File: src/msvf_pkg.sv
package msvf_pkg;

	// config register indexes
	localparam logic [3:0] CFG_FILTER_MODE = 4'd0;
	localparam logic [3:0] CFG_RESONANCE   = 4'd1;
	localparam logic [3:0] CFG_CLIP_ENABLE = 4'd2;
	localparam logic [3:0] CFG_CLIP_BOOST  = 4'd3;

	// filter mode codes
	localparam logic [2:0] MODE_NONE     = 3'd0;
	localparam logic [2:0] MODE_ONEPOLE  = 3'd1;
	localparam logic [2:0] MODE_RESONANT = 3'd2;
	localparam logic [2:0] MODE_SVF_LP   = 3'd3;
	localparam logic [2:0] MODE_SVF_HP   = 3'd4;
	localparam logic [2:0] MODE_SVF_BP   = 3'd5;
	localparam logic [2:0] MODE_SVF_NOTCH = 3'd6;

	// q1.16 one, reciprocal of ten scaled by 2^24 (rounded up)
	localparam logic [16:0] ONE16     = 17'd65536;
	localparam logic [20:0] RECIP10   = 21'd1677722;
	localparam logic [16:0] DAMP_MAX  = 17'd117965;

	typedef enum logic [4:0] {
		ST_IDLE,
		ST_M1_MUL,
		ST_M1_ACC,
		ST_R_MUL1,
		ST_R_ACC1,
		ST_R_MUL2,
		ST_R_ACC2,
		ST_S_DMUL,
		ST_S_TMUL,
		ST_S_HMUL,
		ST_S_HACC,
		ST_S_BMUL,
		ST_S_BACC,
		ST_S_SEL,
		ST_CLIP_MUL,
		ST_CLIP_ACC,
		ST_FIN
	} state_t;

endpackage

File: src/multimode_svf_with_clip_top.sv
// Multimode audio filter with optional hard clip. One sample per request on the s_ side,
// one result per sample on the m_ side (tlast follows the sample). Filter state (low, high,
// band, Q5.18, saturating) is shared between modes; cutoff and amp limit come with every
// sample. All arithmetic runs on one 25x21-bit multiplier driven by a small sequencer, and
// s_tready is high only while the sequencer is idle, so a new sample is taken only once the
// last one has reached the output register. Each multiply has an issue state and a following
// state that takes its registered product, the clip adds one more multiply, and the
// state-variable modes spend one extra multiply to form the damping from the resonance.
// A finished sample waits in the output register so the next one can be accepted before
// the result is taken. Config writes are always taken (cfg_ready tied high) and must only be
// issued while the block is idle.
module multimode_svf_with_clip_top (
	input  logic        clk,
	input  logic        arst_n,
	// config write channel
	input  logic        cfg_valid,
	output logic        cfg_ready,
	input  logic [3:0]  cfg_index,
	input  logic [15:0] cfg_data,
	// input samples
	input  logic        s_tvalid,
	output logic        s_tready,
	input  logic [55:0] s_tdata,   // sample_in[17:0], cutoff[34:18], amp_limit[51:35], zero pad
	input  logic        s_tlast,   // end_of_buffer
	// results
	output logic        m_tvalid,
	input  logic        m_tready,
	output logic [23:0] m_tdata,   // sample_out[17:0], zero pad
	output logic        m_tlast    // last
);

	// rounding shift by 16, ties toward plus infinity
	function automatic logic signed [25:0] rnd16(input logic signed [41:0] p);
		logic signed [41:0] s;
		s = p + 42'sd32768;
		return s[41:16];
	endfunction

	// saturate to the q5.18 state range
	function automatic logic signed [23:0] sat_st(input logic signed [27:0] v);
		logic signed [23:0] r;
		if (v > 28'sd8388607) begin
			r = 24'sh7fffff;
		end else if (v < -28'sd8388608) begin
			r = 24'sh800000;
		end else begin
			r = v[23:0];
		end
		return r;
	endfunction

	// config registers
	logic [2:0]  mode_q;
	logic [15:0] res_q;
	logic        clip_en_q;
	logic [7:0]  boost_q;

	// filter state
	logic signed [23:0] low_q;
	logic signed [23:0] high_q;
	logic signed [23:0] band_q;

	// per-sample working registers
	logic signed [23:0] x_q;       // input in q5.18
	logic [16:0]        c_q;       // cutoff, saturated to 1.0
	logic [16:0]        a_q;       // amp limit, saturated to 1.0
	logic               last_q;
	logic signed [24:0] tmp_q;     // resonant y or svf t
	logic [16:0]        d_q;       // damping q1.16
	logic signed [23:0] v_q;       // value on its way to the output
	logic signed [41:0] prod_q;    // shared multiplier result

	// output register
	logic               out_valid_q;
	logic [17:0]        out_data_q;
	logic               out_last_q;

	msvf_pkg::state_t state_q, state_next;

	// sequencer outputs
	logic signed [24:0] mul_a;
	logic [20:0]        mul_b;
	logic signed [46:0] mul_full;
	logic               out_load;
	logic               in_accept;
	logic               cfg_accept;

	// input unpack
	logic [17:0] in_sample;
	logic [16:0] in_cutoff;
	logic [16:0] in_amp;
	logic signed [23:0] in_x;

	assign in_sample = s_tdata[17:0];
	assign in_cutoff = s_tdata[34:18];
	assign in_amp    = s_tdata[51:35];
	assign in_x      = {{2{in_sample[17]}}, in_sample, 4'b0000};

	assign in_accept  = s_tvalid && s_tready;
	assign cfg_ready  = 1'b1;
	assign cfg_accept = cfg_valid && cfg_ready;

	// damping numerator 18*(1-r)+5 for the divide by ten
	logic [16:0] one_minus_r;
	logic [20:0] damp_num;
	assign one_minus_r = msvf_pkg::ONE16 - {1'b0, res_q};
	assign damp_num = 21'({one_minus_r, 4'b0000}) + 21'({one_minus_r, 1'b0}) + 21'd5;

	// clip gain 2*(1+boost)
	logic [9:0] gain;
	assign gain = {9'({1'b0, boost_q}) + 9'd1, 1'b0};

	// svf low clamp bound 4*amp
	logic signed [24:0] bound;
	assign bound = 25'({a_q, 2'b00});

	// result after rounding of the current product
	logic signed [25:0] prod_rnd;
	assign prod_rnd = rnd16(prod_q);

	// shared multiplier, registered below
	assign mul_full = mul_a * $signed({1'b0, mul_b});

	// state register
	always_ff @(posedge clk or negedge arst_n) begin
		if (!arst_n) begin
			state_q <= msvf_pkg::ST_IDLE;
		end else begin
			state_q <= state_next;
		end
	end

	// next state and multiplier operand selection
	always_comb begin
		state_next = state_q;
		mul_a      = '0;
		mul_b      = '0;
		s_tready   = 1'b0;
		out_load   = 1'b0;
		unique case (state_q)
			msvf_pkg::ST_IDLE: begin
				s_tready = 1'b1;
				if (s_tvalid) begin
					unique case (mode_q)
						msvf_pkg::MODE_ONEPOLE:  state_next = msvf_pkg::ST_M1_MUL;
						msvf_pkg::MODE_RESONANT: state_next = msvf_pkg::ST_R_MUL1;
						msvf_pkg::MODE_SVF_LP,
						msvf_pkg::MODE_SVF_HP,
						msvf_pkg::MODE_SVF_BP,
						msvf_pkg::MODE_SVF_NOTCH: state_next = msvf_pkg::ST_S_DMUL;
						default: begin
							// pass-through, unused code too
							state_next = clip_en_q ? msvf_pkg::ST_CLIP_MUL : msvf_pkg::ST_FIN;
						end
					endcase
				end
			end
			// one-pole: low + c*(x-low)
			msvf_pkg::ST_M1_MUL: begin
				mul_a      = 25'(x_q) - 25'(low_q);
				mul_b      = 21'(c_q);
				state_next = msvf_pkg::ST_M1_ACC;
			end
			msvf_pkg::ST_M1_ACC: begin
				state_next = clip_en_q ? msvf_pkg::ST_CLIP_MUL : msvf_pkg::ST_FIN;
			end
			// resonant one-pole: y = high + c*(x-high), then y + r*(y-band)
			msvf_pkg::ST_R_MUL1: begin
				mul_a      = 25'(x_q) - 25'(high_q);
				mul_b      = 21'(c_q);
				state_next = msvf_pkg::ST_R_ACC1;
			end
			msvf_pkg::ST_R_ACC1: begin
				state_next = msvf_pkg::ST_R_MUL2;
			end
			msvf_pkg::ST_R_MUL2: begin
				mul_a      = tmp_q - 25'(band_q);
				mul_b      = 21'(res_q);
				state_next = msvf_pkg::ST_R_ACC2;
			end
			msvf_pkg::ST_R_ACC2: begin
				state_next = clip_en_q ? msvf_pkg::ST_CLIP_MUL : msvf_pkg::ST_FIN;
			end
			// svf: damping = (18*(1-r)+5)/10 by reciprocal
			msvf_pkg::ST_S_DMUL: begin
				mul_a      = $signed({4'b0000, damp_num});
				mul_b      = msvf_pkg::RECIP10;
				state_next = msvf_pkg::ST_S_TMUL;
			end
			msvf_pkg::ST_S_TMUL: begin
				mul_a      = 25'(band_q);
				mul_b      = 21'(c_q);
				state_next = msvf_pkg::ST_S_HMUL;
			end
			msvf_pkg::ST_S_HMUL: begin
				mul_a      = 25'(band_q);
				mul_b      = 21'(d_q);
				state_next = msvf_pkg::ST_S_HACC;
			end
			msvf_pkg::ST_S_HACC: begin
				state_next = msvf_pkg::ST_S_BMUL;
			end
			msvf_pkg::ST_S_BMUL: begin
				mul_a      = 25'(high_q);
				mul_b      = 21'(c_q);
				state_next = msvf_pkg::ST_S_BACC;
			end
			msvf_pkg::ST_S_BACC: begin
				state_next = msvf_pkg::ST_S_SEL;
			end
			msvf_pkg::ST_S_SEL: begin
				state_next = clip_en_q ? msvf_pkg::ST_CLIP_MUL : msvf_pkg::ST_FIN;
			end
			// clip gain
			msvf_pkg::ST_CLIP_MUL: begin
				mul_a      = 25'(v_q);
				mul_b      = 21'(gain);
				state_next = msvf_pkg::ST_CLIP_ACC;
			end
			msvf_pkg::ST_CLIP_ACC: begin
				state_next = msvf_pkg::ST_FIN;
			end
			// hand over once the output register is free
			msvf_pkg::ST_FIN: begin
				if (!out_valid_q || m_tready) begin
					out_load   = 1'b1;
					state_next = msvf_pkg::ST_IDLE;
				end
			end
			default: begin
				state_next = msvf_pkg::ST_IDLE;
			end
		endcase
	end

	// config registers
	always_ff @(posedge clk or negedge arst_n) begin
		if (!arst_n) begin
			mode_q    <= msvf_pkg::MODE_NONE;
			res_q     <= '0;
			clip_en_q <= 1'b0;
			boost_q   <= '0;
		end else if (cfg_accept) begin
			unique case (cfg_index)
				msvf_pkg::CFG_FILTER_MODE: mode_q    <= cfg_data[2:0];
				msvf_pkg::CFG_RESONANCE:   res_q     <= cfg_data;
				msvf_pkg::CFG_CLIP_ENABLE: clip_en_q <= cfg_data[0];
				msvf_pkg::CFG_CLIP_BOOST:  boost_q   <= cfg_data[7:0];
				default: ;  // unknown index, dropped
			endcase
		end
	end

	// new values of the filter state
	logic signed [23:0] onepole_y;
	logic signed [23:0] res_y1;
	logic signed [23:0] res_y2;
	logic signed [23:0] svf_high;
	logic signed [23:0] svf_band;
	logic signed [23:0] svf_low;
	logic signed [23:0] svf_out;

	assign onepole_y = sat_st(28'(low_q) + 28'(prod_rnd));
	assign res_y1    = sat_st(28'(high_q) + 28'(prod_rnd));
	assign res_y2    = sat_st(28'(tmp_q) + 28'(prod_rnd));
	assign svf_high  = sat_st(28'(x_q) - 28'(low_q) - 28'(prod_rnd));
	assign svf_band  = sat_st(28'(band_q) + 28'(prod_rnd));

	always_comb begin
		if (tmp_q > bound) begin
			svf_low = 24'(bound);
		end else if (tmp_q < -bound) begin
			svf_low = 24'(-bound);
		end else begin
			svf_low = tmp_q[23:0];
		end
	end

	always_comb begin
		unique case (mode_q)
			msvf_pkg::MODE_SVF_HP: svf_out = high_q;
			msvf_pkg::MODE_SVF_BP: svf_out = band_q;
			msvf_pkg::MODE_SVF_NOTCH: svf_out = sat_st(28'(low_q) + 28'(high_q));
			default: svf_out = low_q;
		endcase
	end

	// filter state registers
	always_ff @(posedge clk or negedge arst_n) begin
		if (!arst_n) begin
			low_q  <= '0;
			high_q <= '0;
			band_q <= '0;
		end else begin
			unique case (state_q)
				msvf_pkg::ST_M1_ACC: begin
					low_q <= onepole_y;
				end
				msvf_pkg::ST_R_ACC2: begin
					band_q <= high_q;
					high_q <= res_y2;
					low_q  <= res_y2;
				end
				msvf_pkg::ST_S_HACC: begin
					high_q <= svf_high;
				end
				msvf_pkg::ST_S_BACC: begin
					band_q <= svf_band;
					low_q  <= svf_low;
				end
				default: ;
			endcase
		end
	end

	// final conversion q5.18 -> q3.14 with rounding and saturation
	logic signed [24:0] v_rnd;
	logic signed [20:0] v_q14;
	logic [17:0]        v_out;
	assign v_rnd = 25'(v_q) + 25'sd8;
	assign v_q14 = v_rnd[24:4];
	always_comb begin
		if (v_q14 > 21'sd131071) begin
			v_out = 18'h1ffff;
		end else if (v_q14 < -21'sd131072) begin
			v_out = 18'h20000;
		end else begin
			v_out = v_q14[17:0];
		end
	end

	// working registers, no reset needed
	always_ff @(posedge clk) begin
		prod_q <= mul_full[41:0];
		if (in_accept) begin
			x_q    <= in_x;
			c_q    <= (in_cutoff > msvf_pkg::ONE16) ? msvf_pkg::ONE16 : in_cutoff;
			a_q    <= (in_amp > msvf_pkg::ONE16) ? msvf_pkg::ONE16 : in_amp;
			last_q <= s_tlast;
			v_q    <= in_x;
		end
		unique case (state_q)
			msvf_pkg::ST_M1_ACC:  v_q   <= onepole_y;
			msvf_pkg::ST_R_ACC1:  tmp_q <= 25'(res_y1);
			msvf_pkg::ST_R_ACC2:  v_q   <= res_y2;
			msvf_pkg::ST_S_TMUL:  d_q   <= prod_q[40:24];
			msvf_pkg::ST_S_HMUL:  tmp_q <= 25'(low_q) + 25'(prod_rnd);
			msvf_pkg::ST_S_SEL:   v_q   <= svf_out;
			msvf_pkg::ST_CLIP_ACC: begin
				if (prod_q > 42'sd262144) begin
					v_q <= 24'sd262144;
				end else if (prod_q < -42'sd262144) begin
					v_q <= -24'sd262144;
				end else begin
					v_q <= prod_q[23:0];
				end
			end
			default: ;
		endcase
		if (out_load) begin
			out_data_q <= v_out;
			out_last_q <= last_q;
		end
	end

	// output register valid
	always_ff @(posedge clk or negedge arst_n) begin
		if (!arst_n) begin
			out_valid_q <= 1'b0;
		end else if (out_load) begin
			out_valid_q <= 1'b1;
		end else if (m_tready) begin
			out_valid_q <= 1'b0;
		end
	end

	assign m_tvalid = out_valid_q;
	assign m_tdata  = {6'b000000, out_data_q};
	assign m_tlast  = out_last_q;

	// an accepted sample always starts the sequencer
	a_accept_starts: assert property (@(posedge clk) disable iff (!arst_n)
		in_accept |=> state_q != msvf_pkg::ST_IDLE)
		else $error("sequencer stayed idle after a request");

	// damping from the reciprocal multiply never exceeds 1.8
	a_damp_range: assert property (@(posedge clk) disable iff (!arst_n)
		state_q == msvf_pkg::ST_S_TMUL |=> d_q <= msvf_pkg::DAMP_MAX)
		else $error("damping out of range");

	// svf low state stays inside plus or minus four times the largest amp limit
	a_low_clamp: assert property (@(posedge clk) disable iff (!arst_n)
		state_q == msvf_pkg::ST_S_BACC |=>
			(low_q <= 24'sd262144 && low_q >= -24'sd262144))
		else $error("svf low state escaped its clamp");

	// with the clip on, the output stays within plus or minus one
	a_clip_range: assert property (@(posedge clk) disable iff (!arst_n)
		out_load && clip_en_q |=>
			($signed(m_tdata[17:0]) <= 18'sd16384 && $signed(m_tdata[17:0]) >= -18'sd16384))
		else $error("clipped output beyond unity");

endmodule

File: config.mk
export PLATFORM = sky130hd
export DESIGN_NAME = multimode_svf_with_clip_top
export DESIGN_NICKNAME = d
export VERILOG_FILES = /design/src/msvf_pkg.sv /design/src/multimode_svf_with_clip_top.sv
export SDC_FILE = /design/constraint.sdc
export NUM_CORES = 2
export LEC_CHECK = 0
export ABC_AREA = 1
export BUFFER_PORTS_ARGS = -buffer_cell sky130_fd_sc_hd__clkbuf_2
export CORE_MARGIN = 4
export CORE_UTILIZATION = 60
export CTS_CLUSTER_SIZE = 20
export DETAILED_ROUTE_END_ITERATION = 6
export GPL_TIMING_DRIVEN = 0
export HOLD_SLACK_MARGIN = 0.1
export MAX_ROUTING_LAYER = met4
export PLACE_DENSITY = 0.89
export SETUP_SLACK_MARGIN = 0.15
export SLEW_MARGIN = 10
export SYNTH_ARGS = -nofsm -noshare
export SYNTH_HDL_FRONTEND = slang
export SYNTH_SLANG_ARGS = --single-unit
File: constraint.sdc
create_clock -name clk -period 8.75 [get_ports clk]
set_clock_uncertainty 0.2 [all_clocks]
set_input_delay 0.875 -clock clk [delete_from_list [all_inputs] [get_ports clk]]
set_output_delay 0.875 -clock clk [all_outputs]
set_load 0.01 [all_outputs]
==> results.cfg, run 1 <==
[die]
io_pins = 110
die_w_um = 294
die_h_um = 294
initial_core_util = 0.607
core.rowCount = 104

[sta]
worstEndpointType = register data pin
worst_endpoint = prod_q[37]$_DFF_P_/D

[synth]
synth-main-ff-cell = edfxtp_1
synth_area_sq_um = 49000
synth_area_leaders = fa_1, nand2_1, inv_1
synth-seq-cells = 286
synth.top_cell.area_share = 0.194
syn_area_per_cell_sq_um = 6.90
synth_edf_count = 138
synth_cell_types = 74
yosysTopAreaCell = fa_1
synthCells = 7106
yosysWarningCount = 0
synth_seq_area_share = 0.156
synthArstFlopShare = 0.371

[clocking]
htree_levels = 2
clock-root-buffer = clkbuf_16
cts.sinks = 286
numCtsBuffers = 37
cts_max_path_buffers = 3

[status]
error = [ERROR GRT-0232] Routing congestion too high. Check the congestion heatmap in the GUI.
status = aborted with a tool error
stop_stage = global routing

[placement]
place_hpwl_um = 184000
port_buffers = 98
post-place-ws_ns = -2.18
gp_congestion = 1.18

[global_route]
grt_overflow = 199
grt_max_degree = 55
track_usage = 0.695
[routing by layer]
layer / overflow / track usage
met2: 89 / 0.818
met4: 70 / 0.564
met3: 22 / 0.519
met1: 18 / 0.759
met5: - / -
[Yosys cell counts, drive strengths merged, types with 18 or more instances]
library cell / instances
ha: 419
dfxtp: 42
inv: 1484
edfxtp: 138
o21ai: 256
nor3: 89
a221oi: 29
o21bai: 39
a21o: 36
buf: 101
or2: 18
xor2: 154
nand2: 1958
dfrtp: 106
a31oi: 25
nor4: 25
o22ai: 20
a21oi: 441
nor2: 604
clkbuf: 60
nand4: 93
xnor2: 78
fa: 476
nand3: 313
[metrics by stage]
stage                     instance area (sq um)  instances  utilization  hold WS, ns
after detailed placement                  51200       8284        0.634        0.225
after floorplan                           49000       7112            -        0.200
after CTS                                 55500       8506        0.687        0.259
after global placement                    50800       8270        0.630        0.220
[cell families after synthesis]
| kind of cell | share of synthesized area |
|---|---|
| AOI/OAI and AO/OA | 0.106 |
| xor gates and xnor gates | 0.0415 |
| adders and majority gates | 0.301 |
| buffers and inverters | 0.130 |
| DFF | 0.156 |
| muxes | 0.000230 |
| other | 0.000153 |
| and+or+nand+nor | 0.265 |
[repair_timing]
action | 4_1_cts
pin swaps | 239
hold buffers | 1
cloned | 1
endpoints found under the setup margin | 32
hold endpoints to repair | 15
gates resized for setup | 492
buffers inserted | 152
==> run 2: changes to the inputs <==
Settings changed: CORE_UTILIZATION 60 to 40, CTS_CLUSTER_SIZE 20 to default, HOLD_SLACK_MARGIN 0.1 to default, MAX_ROUTING_LAYER met4 to default, PLACE_DENSITY 0.89 to default, PLACE_DENSITY_LB_ADDON from default to 0.15, SETUP_SLACK_MARGIN 0.15 to default.
Clock period 8.75 ns to 11.4 ns, I/O delays scaled along.
==> run 2 against run 1 <==
Compared with the run above:
- the flow now finishes, with violations (design-rule violations)
- area after synthesis is the same
- synthesized cell count did not move
==> results.cfg, run 2 <==
[global_route]
antenna_found_initial = 23
track_usage = 0.371
grt_max_degree = 73
grt_overflow = 0
grt_pass1_vias = 46600
grt_first_pass_wirelength_um = 338000

[synth]
synthCells = 7106
synth.most_common_cell = nand2_1
synth_edf_count = 138
synth-seq-cells = 286
synth_cell_types = 74
synth_area_leaders = fa_1, nand2_1, inv_1
synth_area_sq_um = 49000
synth-main-ff-cell = edfxtp_1
synth_seq_area_share = 0.156
synthArstFlopShare = 0.371
syn_area_per_cell_sq_um = 6.90
ys_top_cells_by_count = nand2_1, inv_1, nor2_1
yosysTopAreaCell = fa_1
yosysWarningCount = 0
synth.top_cell.area_share = 0.194

[detailed_routing]
vias_per_cell = 5.53
via_count = 49400
ant_nets = 0
dr.max_layer_used = met5
drt-met1-wl_um = 109000
drt-total-wl_um = 240000
drc_errors = 4
drt-wirelength-per-cell_um = 26.9
dr.pass1.iters = 7
drt-initial-drc-count = 6433
wl_met2_um = 91500
wl_met3_um = 29600

[clocking]
post_cts_buffers = 0
numCtsBuffers = 39
clock-root-buffer = clkbuf_16
clk-insertion-delay-late_ns = 0.63
cts.sinks = 286
cts_max_path_buffers = 3
cts_tree = done
htree_levels = 2
cts_hold_buf = 0
path_clk_slew_ns = 0.06

[setup_path]
crit_type = register to register
r2r_cells = 47
end_kind = register
slowest_delay_ns = 0.82
r2r_end = prod_q[37]
r2r_start = res_q[0]
crit_top_cell = nand2_1
cp_max_fo = 10
slowest_stage = nor2_1
start_kind = register
rrSetupSlack_ns = 0.48
critical_path_required_ns = 11.70
cp.arrival_ns = 11.22

[die]
core-area_sq_um = 122000
core.rowCount = 128
initial_core_util = 0.403
die_w_um = 358
die_h_um = 358
io_pins = 110
die_area_sq_um = 128000

[placement]
place_hpwl_um = 205000
port_buffers = 98
gp_congestion = 1.06
dp_cells = 8849

[sta]
fin_crit_sh = 0.958
final-max-slew-violation-count = 0
fin_crit_ns = 10.92
finalSetupViolations = 0
timing.setup.tns_ns = 0
timing.hold.ws_ns = 0.229
max_freq_mhz = 91.6
max_slew_margin = 0.0415
rsz0062_at_grt = false
finalHoldViolCount = 0
tightest_slew_ns = 1.44

[cells_and_area]
largest_reg_flops = 42
fillers = 13000
top_register = prod_q
top_regs = prod_q: 42 flops, tmp_q: 25 flops
final_cell_mix = nand2_1, inv_1, nor2_1, fa_1, a21oi_1
final_nets = 8242
final_common_cell = nand2_1
syn_to_final_growth_pct = 8.87
final_layout_size_suffix_gt1_frac = 0.0562
finalNonFillerCells = 8927

[worst_hold_path]
worstHoldPathType = register to register
min_path_cells = 0
hold_path_end = m_tlast
min-delay-start = last_q

[pwr]
p_per_area_nw_per_um2 = 333
peakVddDrop_mv = 0.240
p_leak_nw = 28.3

[flow_run]
cap_viol_max_count = 0

[status]
violations = design-rule violations
status = finished, violations left
==> run 2: cell counts after synthesis <==
Identical to the previous run, type by type.
==> run 2: layer usage <==
| metal | global-route usage | up-vias |
|---|---|---|
| met3 | 0.113 | 377 |
| met1 | 0.556 | 23900 |
| met5 | 0.0109 | - |
| met2 | 0.500 | 2679 |
| met4 | 0.121 | 24 |
| li1 | - | 22400 |
==> run 2: cells by family after synthesis <==
| logic type | Yosys count | synth area share |
|---|---|---|
| buffers and inverters | 1648 | 0.130 |
| flip-flops | 286 | 0.156 |
| multiplexers | 1 | 0.000230 |
| AO/OA/AOI/OAI | 910 | 0.106 |
| XOR/XNOR | 232 | 0.0415 |
| AND/OR/NAND/NOR | 3132 | 0.265 |
| other | 2 | 0.000153 |
| adder cells (fa/ha/maj) | 895 | 0.301 |
==> run 2: stage by stage <==
stage / power [W] / cell area [sq um] / worst slack (ns) / util
after floorplan: 0.0105 / 49000 / 2.73 / -
after global placement: 0.0158 / 51600 / 0.386 / 0.424
after detailed placement: 0.0158 / 51900 / 0.297 / 0.427
after CTS: 0.0173 / 53300 / 0.234 / 0.438
after global routing: 0.0190 / 53300 / 0.0320 / 0.438
final: 0.0178 / 53400 / 0.480 / 0.438
==> run 2: repair_timing <==
action                                 in CTS  in global routing
gates resized for setup                     0                 14
endpoints found under the hold margin       0                  0
setup endpoints to repair                   0                 16
==> run 2: power breakdown <==
part	total [W]	internal, W	switching, W	leakage (nW)
Combinational	0.0139	0.00410	0.00977	24.8
Sequential	0.00259	0.00156	0.00103	2.89
Clock	0.00133	0.000783	0.000547	0.651
Total	0.0178	0.00644	0.0113	28.3
==> run 2: final cells by class <==
type | instances | area (sq um) | area share
diodes | 7 | 17.5 | 0.000328
plain buffers | 161 | 806 | 0.0151
clock buffers | 50 | 1070 | 0.0200
clock inverters | 21 | 267 | 0.00499
inverters | 1487 | 5580 | 0.105
multi-input cells | 5178 | 35200 | 0.660
flip-flops and latches | 286 | 7640 | 0.143
well taps | 1625 | 2030 | 0.0381
repair buffers | 112 | 742 | 0.0139
==> run 2: critical path, delay by kind of cell, from the launching register on <==
family | cells | cell delay, ns
XOR/XNOR | 1 | 0.13
AND/OR/NAND/NOR | 25 | 3.96
AO/OA/AOI/OAI | 4 | 0.56
buffers and inverters | 7 | 0.69
adder cells (fa/ha/maj) | 10 | 4.77
flip-flops | 1 | 0.45
==> run 2: how the worst max path moves through the flow <==
stage | from | end | slack, ns | cells after the start
6_report | res_q[0] | prod_q[37] | 0.48 | 47
5_1_grt | res_q[0] | prod_q[37] | 0.03 | 44
4_1_cts | res_q[0] | prod_q[37] | 0.23 | 45
3_5_place_dp | res_q[0] | prod_q[37] | 0.30 | 45
3_3_place_gp | res_q[0] | prod_q[37] | 0.39 | 45
2_1_floorplan | state_q[3] | prod_q[41] | 2.73 | 42
No activity file was read; power rests on OpenSTA's default activity.
